**src/rtl/core/plks_pkg.sv**
```systemverilog
// Shared constants, types and codes of the positional record list.
`default_nettype none

package plks_pkg;

    // Storage shape
    localparam int DEPTH    = 64;
    localparam int KEY_BITS = 64;

    // Fixed port widths
    localparam int PORT_KEY_W = 64;
    localparam int PORT_POS_W = 7;
    localparam int PORT_CNT_W = 7;
    localparam int MODE_W     = 3;

    // Internal widths
    localparam int CNT_W = $clog2(DEPTH + 1);
    localparam int POS_W = ((CNT_W > PORT_POS_W) ? CNT_W : PORT_POS_W) + 1;

    typedef logic [KEY_BITS-1:0] key_t;
    typedef key_t [DEPTH-1:0]    key_row_t;
    typedef logic [CNT_W-1:0]    count_t;
    typedef logic [POS_W-1:0]    pos_t;

    typedef enum logic [MODE_W-1:0] {
        MODE_INSERT    = 3'd0,
        MODE_REMOVE    = 3'd1,
        MODE_FIND_ID   = 3'd2,
        MODE_FIND_NAME = 3'd3,
        MODE_COUNT     = 3'd4
    } mode_t;

    typedef enum logic [1:0] {
        ST_IDLE,
        ST_EXEC,
        ST_DONE
    } state_t;

    // Per-cell shift and compare control
    typedef struct packed {
        logic take_left;
        logic take_new;
        logic take_right;
        logic cmp_id;
        logic cmp_name;
    } cell_ctrl_t;

    // First-match result from the match unit
    typedef struct packed {
        logic found;
        pos_t position;
        key_t id;
        key_t name;
    } match_t;

endpackage

`default_nettype wire

```
**src/rtl/core/plks_cell.sv**
```systemverilog
// One list cell: holds a record, shifts with its neighbors, compares a key.
`default_nettype none

module plks_cell (
    input  wire logic                 clk,
    input  wire logic                 rst_n,
    input  wire plks_pkg::cell_ctrl_t ctrl,
    input  wire plks_pkg::key_t       cmd_id,
    input  wire plks_pkg::key_t       cmd_name,
    input  wire plks_pkg::key_t       left_id,
    input  wire plks_pkg::key_t       left_name,
    input  wire plks_pkg::key_t       right_id,
    input  wire plks_pkg::key_t       right_name,
    output plks_pkg::key_t            id,
    output plks_pkg::key_t            name,
    output logic                      hit
);

    plks_pkg::key_t id_reg;
    plks_pkg::key_t id_next;
    plks_pkg::key_t name_reg;
    plks_pkg::key_t name_next;
    logic           hit_reg;
    logic           hit_next;

    // Select new record, shift up from the left, or close the gap from the right
    always_comb
    begin
        id_next   = id_reg;
        name_next = name_reg;
        priority if (ctrl.take_new)
        begin
            id_next   = cmd_id;
            name_next = cmd_name;
        end
        else if (ctrl.take_left)
        begin
            id_next   = left_id;
            name_next = left_name;
        end
        else if (ctrl.take_right)
        begin
            id_next   = right_id;
            name_next = right_name;
        end
    end

    // Compare the held record against the search key
    always_comb
    begin
        hit_next = (ctrl.cmp_id && (id_reg == cmd_id))
                || (ctrl.cmp_name && (name_reg == cmd_name));
    end

    // Hold record data
    always_ff @(posedge clk)
    begin
        id_reg   <= id_next;
        name_reg <= name_next;
    end

    always_ff @(posedge clk or negedge rst_n)
    begin
        if (!rst_n)
        begin
            hit_reg <= 1'b0;
        end
        else
        begin
            hit_reg <= hit_next;
        end
    end

    assign id   = id_reg;
    assign name = name_reg;
    assign hit  = hit_reg;

endmodule

`default_nettype wire

```
**config.mk**
```make
export PLATFORM = sky130hd
export DESIGN_NAME = plks_cell
export DESIGN_NICKNAME = d
export VERILOG_FILES = /design/src/rtl/core/plks_pkg.sv /design/src/rtl/core/plks_cell.sv
export SDC_FILE = /design/constraint.sdc
export NUM_CORES = 1
export LEC_CHECK = 0
export BUFFER_PORTS_ARGS = -buffer_cell sky130_fd_sc_hd__buf_2
export CORE_AREA = 3 3 203 205
export CTS_CLUSTER_SIZE = 14
export DETAILED_ROUTE_END_ITERATION = 12
export DIE_AREA = 0 0 206 208
export PLACE_DENSITY = 0.42
export SYNTH_ARGS = -nofsm -noshare
export SYNTH_HDL_FRONTEND = slang
export SYNTH_SLANG_ARGS = --single-unit
```
**constraint.sdc**
```tcl
create_clock -name clk -period 2.85 [get_ports clk]
set_input_delay 0.4275 -clock clk [delete_from_list [all_inputs] [get_ports clk]]
set_output_delay 0.4275 -clock clk [all_outputs]
set_load 0.02 [all_outputs]
```
Yosys cells after proc, flatten, opt, wreduce, memory -nomap -nowiden --
Cells that the tools add are included.
Operators by class: eq/ne operators 2, multiplexer cells 6, reductions and logical operators 4
Operators with widths (number):
- 64-bit two-way mux | 6
- 64-bit equality test | 2
- 3-bit nonzero test | 1
- 1-bit logical AND | 2
- 1-bit logical OR | 1
Storage, ports and cells: register bits after elaboration 129

Longest topological paths before layout --
Gate-level depths: netlist of run 1.
word-level depth 3, depth in mapped cells 5, mapped depth without buffers 5

Worst setup path before layout of run 1 --
Ideal clock, no wire load.
path type input to register, from input ctrl[4] (netlist bit), to register id_reg[0], in the netlist id[0] (enable), data arrival time 3586 ps, data required time 2355 ps, setup slack -1231 ps, stages on the path 3, cells stage by stage clkbuf_1 > buf_2 > or3_1
On the way: longest elaborated chain between the ends 1
Ends and longest elaborated chain:
- from (decl) | RTL line plks_cell.sv:7 | input wire plks_pkg::cell_ctrl_t ctrl,
- 3-bit nonzero test (no source line)
- to (signal assigned) | RTL line plks_cell.sv:58 | id_reg <= id_next;
- to (decl) | RTL line plks_cell.sv:19 | plks_pkg::key_t id_reg;
No other way between the ends. A chain may end at the register's enable or synchronous reset.

Worst setup path after layout of run 1 --
from register name_reg[60], in the netlist name[60], to register hit_reg, in the netlist hit
On the way: longest elaborated chain between the ends 3
Ends and longest elaborated chain:
- from (decl) | RTL line plks_cell.sv:21 | plks_pkg::key_t name_reg;
- from (signal assigned) | RTL line plks_cell.sv:59 | name_reg <= name_next;
- 64-bit equality test | RTL line plks_cell.sv:52 | || (ctrl.cmp_name && (name_reg == cmd_name));
- 1-bit logical AND | RTL line plks_cell.sv:52
- 1-bit logical OR | RTL line plks_cell.sv:52
- named net hit_next | RTL line plks_cell.sv:24 | logic hit_next;
- to (signal assigned) | RTL line plks_cell.sv:70 | hit_reg <= hit_next;
- to (decl) | RTL line plks_cell.sv:23 | logic hit_reg;
The timed path passes the listed nets, and every way through them passes these cells.

==> metrics.yaml, run 1 <==
status: "complete, no violations"
p_total_uw: 6350
gp_congestion: 0.814
cts-resized-gates: 0
grt_pass1_vias: 7983
crit_fanout: 2
drv_cap: 0
clock_skew_ps: 4.98
synth_warnings: 0
start_util_pct: 20.0
worstRegToRegCells: 5
yosys.area.top_type_share_pct: 48.5
timing.rr.end: "hit"
area_growth_pct: 48.7
ys_seq_area_share_pct: 48.8
synth_top_cell_by_area: "edfxtp_1"
clkLatencyLatePin_ps: 440
tns_ps: 0
fin_crit_sh_pct: 68.6
grtUsageTotal_pct: 16.7
grt_overflow: 0
drt_iter0_markers: 456
grt_start_max_net_pins: 123
fin_util_pct: 29.8
end_kind: "register"
clkTransAtPathRegs_ps: 60
grt_pass1_wl_mm: 51.9
postSynth.asyncResetShare_pct: 0.775
antenna_left: 0
chipWidth_um: 206
critPathLaunchType: "register"
min_to: "id[1]"
clock.fmax_mhz: 512
vdd_drop_max_v: 0.000389
die_y_um: 208
tritoncts: "built"
power_leakage_uw: 0.00547
rsz0062_at_grt: "no"
die_area_um2: 42800
std_cell_rows: 73
worst_slew_pin_slew_ps: 659
synth_nets: 1144
cts_sinks: 129
num_vias: 7760
wire_per_inst_um: 20.7
routed_wl_mm: 37.5
synth_edf_count: 128
antenna_found_initial: 25
firstDrtPassIters: 5
cts-root-buf: "clkbuf_16"
cts_inserted_buffers: 17
drive_above_1_share_pct: 44.1
setup_viol: 0
drv_slew: 0
relSlewSlack_pct: 55.7
crit_type: "reg2reg"
cp.arrival_ps: 2300
fin_nets: 1652
min_delay_path_depth: 3
r2r_start: "name[60]"
synth-seq-cells: 129
place_hpwl_mm: 30.9
r2r_slack_ps: 900
clock_path_buffers: 2
syn_area_um2: 7930
cts_max_level: 4
yosys_most_used_dff: "edfxtp_1"
layout_common_cells: "517 x buf_2, 130 x nand2_1, 129 x o21ai_0, 128 x mux2i_1, 128 x edfxtp_1"
postSynthCellCount: 753
yosys-top-cells-area: "edfxtp_1 48%, mux2i_1 16%, xnor2_1 8.7%, o21ai_0 8.1%, nand2_1 6.2%"
drc_errors: 0
vias_per_cell: 4.30
core-area_um2: 39600
ys_types: 29
syn_area_per_cell_um2: 10.5
hold_start: "cmd_id[1]"
worstPathRequired_ps: 3200
hold_viol_final: 0
ios: 520
cellPowerDensity_nw_per_um2: 538
io_buffers: 519
final_common_cell: "buf_2"
worstHoldPathType: "in2reg"
finalCriticalPeriod_ps: 1950
[kinds of logic (layout without fill, tap and decap cells)]
group,after synthesis,after routing,share of synthesized area [%]
AND/OR/NAND/NOR,175,175,9.84
XOR/XNOR,109,109,12.0
other,0,7,0
AO/OA/AOI/OAI,149,149,10.0
flip-flops,129,129,48.8
buffers and inverters,63,584,3.19
multiplexers,128,128,16.2
[layout make-up]
cell class                      count  area (µm²)
Multi-Input combinational cell    561        3810
Clock inverter                     14         146
Tap cell                          525         657
Antenna cell                        7        17.5
Timing Repair Buffer              532        2790
Sequential cell                   129        3870
Fill cell                        4344       27800
Clock buffer                       18         429
Inverter                           20        75.1
[stage by stage]
step	cell area [µm²]	hold WS, ps	worst slack, ps	cells
detailed placement	11200	230	454	1766
global placement	11200	230	505	1766
global route	11800	265	539	1804
floorplan	7930	132	63.4	753
CTS	11800	244	582	1799
finish	11800	285	896	1806
[Yosys cell counts, types with 3 or more instances]
cell,n
a22oi_1,4
and4_1,3
buf_2,13
clkbuf_1,30
clkinv_1,4
edfxtp_1,128
inv_1,15
mux2i_1,128
nand2_1,130
nand4_1,20
nor2_1,3
nor3_1,3
nor4_1,9
o21ai_0,129
o221ai_1,3
o22ai_1,6
xnor2_1,79
xor2_1,30
[power breakdown]
part           leakage [µW]  switching, µW  total, µW  internal, µW
clock network      0.000282            899       2250          1360
logic               0.00382            934       1600           661
registers           0.00137            150       2500          2350
total               0.00547           1980       6350          4370
[routing by layer]
layer | GRT usage, % | routed length (µm)
met1 | 17.4 | 13600
met2 | 30.8 | 19500
met3 | 6.62 | 3550
met4 | 5.03 | 640
met5 | 0 | 155
[how the worst max path moves through the flow]
| stage | start | to | slack (ps) | depth (start not counted) |
|---|---|---|---|---|
| after detailed placement | cmd_id[3] | hit | 450 | 6 |
| final | name[60] | hit | 900 | 5 |
| after CTS | id[3] | hit | 580 | 5 |
| after global placement | cmd_id[3] | hit | 510 | 6 |
| after global routing | id[3] | hit | 540 | 5 |
| after floorplan | ctrl[4] | id[0] | 60 | 3 |
[critical path, cell delays in order, from the launching register on]
cell	delay, ps
edfxtp_1	400
xnor2_1	280
nand4_1	150
nor4_1	630
nand4_1	210
o22ai_1	200
[what timing repair did]
item | 4_1_cts | 5_1_grt
buffers inserted | 0 | 0
hold buffers | 1 | 0
hold endpoints to repair | 1 | 0
Power figures use the tool's default switching activity.
==> run 2: changes to the inputs <==
Settings changed: ABC_AREA from default to 1, CORE_AREA 3 3 203 205 to 3 3 204 206, DIE_AREA 0 0 206 208 to 0 0 207 209, PLACE_DENSITY 0.42 to 0.43.
Clock period 2.85 ns to 2 ns, I/O delays scaled along.
==> metrics.yaml, run 2 <==
synth-seq-cells: 129
layout_common_cells: "517 x buf_2, 341 x nand2_1, 196 x a21oi_1, 180 x nor2_1, 133 x inv_1"
status: "complete, no violations"
worstPathRequired_ps: 2380
rsz0062_at_grt: "no"
firstDrtPassIters: 5
clockPowerShare_pct: 33.9
tritoncts: "built"
core-area_um2: 39800
cp.arrival_ps: 2170
placed_cells: 2184
yosys-top-cells-area: "edfxtp_1 45%, nand2_1 15%, a21oi_1 11%, nor2_1 7.9%, inv_1 5.9%"
drc_errors: 0
p_switching_uw: 3100
cp_top_family: "simple AND/OR/NAND/NOR gates"
clock_path_buffers: 2
postCtsSetupRepairBufs: 0
clkTransAtPathRegs_ps: 70
end_kind: "register"
critPathLaunchType: "register"
die_area_um2: 43300
io_buffers: 519
relSlewSlack_pct: 60.1
cts-root-buf: "clkbuf_16"
tns_ps: 0
yosys_most_used_dff: "edfxtp_1"
finalCriticalPeriod_ps: 1780
hold_viol_final: 0
grtUsageTotal_pct: 19.4
setup_viol: 0
syn_area_um2: 8580
postSynthCellCount: 1176
routed_wl_mm: 43.6
synth_commonest_cells: "342 x nand2_1, 196 x a21oi_1, 180 x nor2_1"
worst_slew_pin_slew_ps: 599
synth_edf_count: 128
drv_slew: 0
ios: 520
path_cells: "nand2_1, o21ai_0, nor2_1, nand2_1, nor2_1, nand2_1, nor2_1, nand3_1, nand2_1"
syn_area_per_cell_um2: 7.30
gp_congestion: 0.880
cts_max_level: 4
crit_slowest_cell: "edfxtp_1"
drive_above_1_share_pct: 33.6
p_total_uw: 9180
wire_per_inst_um: 19.7
chipWidth_um: 207
place_hpwl_mm: 35.2
crit_top_cell: "nand2_1"
yosysMostFrequentCell: "nand2_1"
fillCellCount: 4497
cts_hold_buf: 1
pwr-share-seq_pct: 38.9
cts_inserted_buffers: 17
grt_start_max_net_pins: 123
start_util_pct: 21.6
postSynth.asyncResetShare_pct: 0.775
grt_overflow: 0
crit_fanout: 3
switching_share_pct: 33.8
ys_seq_area_share_pct: 45.1
fin_crit_sh_pct: 89.1
yosys.area.top_type_share_pct: 44.8
die_y_um: 209
grt_pass1_vias: 10100
cp_slowest_stage_delay_ps: 410
cts_sinks: 129
cts-resized-gates: 0
drt_iter0_markers: 553
dp_worst_setup_slack_ps: 50.7
synth_top_cell_by_area: "edfxtp_1"
synth_warnings: 0
r2r_start: "id[62]"
fin_ws_ps: 217
crit_type: "reg2reg"
worstHoldPathType: "in2async"
fin_nets: 2070
grt_pass1_wl_mm: 63.3
synth_nets: 1567
antenna_found_initial: 9
power_leakage_uw: 0.00628
fin_hold_ws_ps: 174
area_growth_pct: 44.6
num_vias: 9917
cellPowerDensity_nw_per_um2: 740
antenna_left: 0
clock_skew_ps: 13.2
comb_power_share_pct: 27.2
drv_cap: 0
crit_buf_inv: 0
stdcell_count: 2220
internal_power_uw: 6080
vias_per_cell: 4.47
clkLatencyLatePin_ps: 450
critPathLaunch: "id[62]"
final_common_cell: "buf_2"
vdd_drop_max_v: 0.000539
ys_types: 18
clock.fmax_mhz: 561
std_cell_rows: 73
[run 2: cell count changes in the layout (fill, tap and decap cells not counted), moves of 56 or more]
cell / before / now
mux2i_1: 128 / 0
nor2_1: 3 / 180
inv_1: 15 / 133
xnor2_1: 79 / 20
a21oi_1: 2 / 196
a22oi_1: 4 / 60
nand2_1: 130 / 341
o21ai_0: 129 / 38
[run 2: final timing paths]
kind | to | slack [ps] | cells after the start
min in group clk | name[2] | 200 | 3
max reg2reg | hit | 220 | 9
max | hit | 220 | 9
min reg2reg | hit | 770 | 5
max in group asynchronous | hit | 1730 | 2
min | hit | 170 | 2
[run 2: metrics by stage]
| stage | utilization, % | instance area, µm² |
|---|---|---|
| global placement | 29.7 | 11800 |
| CTS | 31.1 | 12400 |
| finish | 31.2 | 12400 |
| detailed placement | 29.7 | 11800 |
| global route | 31.2 | 12400 |
| floorplan | - | 8600 |
[run 2: routing by layer]
| layer | track usage, % | up-vias | routed length (µm) |
|---|---|---|---|
| met4 | 5.29 | 6 | 852 |
| met3 | 6.67 | 39 | 3430 |
| li1 | - | 4872 | - |
| met1 | 22.2 | 4610 | 17500 |
| met5 | 0 | - | 34 |
| met2 | 34.5 | 390 | 21800 |
[run 2: area by class of cell]
cell class / instances / area [µm²] / area share [%]
clock buffers: 18 / 429 / 3.46
repair buffers: 540 / 2900 / 23.4
multi-input cells: 856 / 3910 / 31.5
well taps: 525 / 657 / 5.29
inverters: 135 / 509 / 4.10
flip-flops and latches: 129 / 3870 / 31.2
clock inverters: 14 / 123 / 0.988
diodes: 3 / 7.51 / 0.0605
[run 2: kinds of logic (layout without fill, tap and decap cells)]
logic type,Yosys count,after routing,share of synthesized area [%]
AO/OA/AOI/OAI,297,297,19.1
flip-flops,129,129,45.1
other,0,3,0
AND/OR/NAND/NOR,529,529,23.2
buffers and inverters,191,707,9.53
XOR/XNOR,30,30,3.06
[run 2: power groups by stage]
| stage | combinational [µW] | clock, µW | sequential, µW |
|---|---|---|---|
| 2_1_floorplan | 917 | 0 | 3990 |
| 3_3_place_gp | 2550 | 0 | 3610 |
| 3_5_place_dp | 2540 | 0 | 3620 |
| 4_1_cts | 2550 | 3210 | 3570 |
| 5_1_grt | 2760 | 3310 | 3610 |
| 6_report | 2500 | 3110 | 3570 |
==> run 3: changes to the inputs <==
Settings changed: CORE_AREA 3 3 204 206 to 3 3 201 203, DIE_AREA 0 0 207 209 to 0 0 204 206, PLACE_DENSITY 0.43 to 0.44.
==> metrics.yaml, run 3 (same netlist as run 2, synthesis figures left out) <==
status: "complete, no violations"
fin_crit_sh_pct: 90.5
pwr-share-seq_pct: 39.1
grt_overflow: 0
clock_skew_ps: 11.2
fin_nets: 2069
cellPowerDensity_nw_per_um2: 737
fin_hold_ws_ps: 214
fin_ws_ps: 189
timing.rr.end: "hit"
cts-root-buf: "clkbuf_16"
routed.top_layer: "met5"
rsz0062_at_grt: "no"
placed_cells: 2176
worst_slew_pin_slew_ps: 631
internal_power_uw: 6080
firstDrtPassIters: 5
clock_path_buffers: 2
fillCellCount: 4352
dp_worst_setup_slack_ps: -30.7
grt_start_max_net_pins: 109
area_growth_pct: 44.5
start_util_pct: 22.2
crit_type: "reg2reg"
grt_pass1_vias: 9984
relSlewSlack_pct: 58.0
vdd_drop_max_v: 0.000555
die_area_um2: 42000
r2r_slack_ps: 190
ios: 520
worstPathRequired_ps: 2360
core-area_um2: 38600
wl_met3_mm: 3.69
num_vias: 9928
cts_inserted_buffers: 17
drc_errors: 0
cp.arrival_ps: 2170
end_kind: "register"
hold_start: "cmd_id[63]"
hold_viol_final: 0
min_delay_path_depth: 3
drv_slew: 0
chipWidth_um: 204
die_y_um: 206
switching_share_pct: 33.5
vias_per_cell: 4.48
tritoncts: "built"
grt_pass1_wl_mm: 61.6
place_hpwl_mm: 34.9
place_area_um2: 11800
clkTransAtPathRegs_ps: 70
critPathLaunchType: "register"
crit_slowest_cell: "edfxtp_1"
p_switching_uw: 3060
crit_fanout: 3
clock.fmax_mhz: 552
clockPowerShare_pct: 33.6
grtUsageTotal_pct: 19.8
power_leakage_uw: 0.00627
antenna_left: 0
min_to: "id[63]"
io_buffers: 519
r2r_start: "id[5]"
crit_top_cell: "nand2_1"
finalCriticalPeriod_ps: 1810
cp_slowest_stage_delay_ps: 420
wire_per_inst_um: 19.6
cts_max_level: 4
cp_top_family: "simple AND/OR/NAND/NOR gates"
cts_sinks: 129
setup_viol: 0
routed_wl_mm: 43.4
std_cell_rows: 72
comb_power_share_pct: 27.2
drt_iter0_markers: 549
antenna_found_initial: 11
crit_buf_inv: 0
gp_congestion: 0.890
drive_above_1_share_pct: 33.6
stdcell_count: 2215
final_common_cell: "buf_2"
worstRegToRegCells: 9
wl_met2_mm: 21.2
clkLatencyLatePin_ps: 430
layout_common_cells: "517 x buf_2, 341 x nand2_1, 196 x a21oi_1, 179 x nor2_1, 133 x inv_1"
finalInstanceArea_um2: 12400
worstHoldPathType: "in2reg"
fin_util_pct: 32.1
wl_met1_mm: 17.0
drv_cap: 0
path_cells: "nand2_1, o21ai_0, nor2_1, nand2_1, nor2_1, nand2_1, nor2_1, nand3_1, nand2_1"
run 3: changes by cell type in the layout (fill, tap and decap cells not counted):
cell	delta
clkinv_2	-1
diode_2	+3
nor2_2	+1
buf_4	-1
clkbuf_1	+1
clkinv_1	-1
nor2_1	-1
clkinvlp_4	+2
clkinv_4	-1
run 3: worst max-delay path by stage:
stage,slack [ps],endpoint,start,cells past startpoint
after floorplan,210,id[0],ctrl[4],4
after CTS,80,hit,id[62],9
after global placement,-50,hit,cmd_id[62],11
after detailed placement,-30,hit,cmd_id[62],11
after global routing,40,hit,id[62],9
final,190,hit,id[5],9
run 3: power by group through the flow:
stage / sequential (µW) / clock (µW) / combinational (µW)
after detailed placement: 3630 / 0 / 2530
final: 3580 / 3080 / 2490
after global routing: 3620 / 3280 / 2750
after global placement: 3620 / 0 / 2530
after CTS: 3580 / 3190 / 2540
after floorplan: 3990 / 0 / 917
run 3: area by class of cell:
class	count	area, µm²	share of cell area [%]
Tap cell	518	648	5.22
Timing Repair Buffer	539	2900	23.3
Sequential cell	129	3870	31.2
Antenna cell	6	15.0	0.121
Clock buffer	19	433	3.49
Multi-Input combinational cell	856	3920	31.6
Inverter	135	509	4.10
Clock inverter	13	120	0.968
run 3: repair_timing:
action / 4_1_cts / 5_1_grt
endpoints found under the hold margin: 1 / 0
hold buffers: 1 / 0
resized for setup: 1 / 0
buffers inserted: 0 / 0
endpoints found under the setup margin: 1 / 0
run 3: tightest hold or removal path, delay by kind of cell:
family,cells,cell delay [ps]
buf+inv,1,90
simple gates,1,40
compound gates,1,100
run 3: routing by layer:
layer	global-route usage, %	vias up
met5	0	-
met4	8.82	2
met3	5.59	57
met2	34.2	411
met1	22.9	4587
li1	-	4871
run 3: metrics by stage:
step / total power [µW] / setup TNS [ps]
floorplan: 4910 / 0
global placement: 6160 / -54.3
detailed placement: 6160 / -30.7
CTS: 9310 / 0
global route: 9650 / 0
finish: 9140 / 0
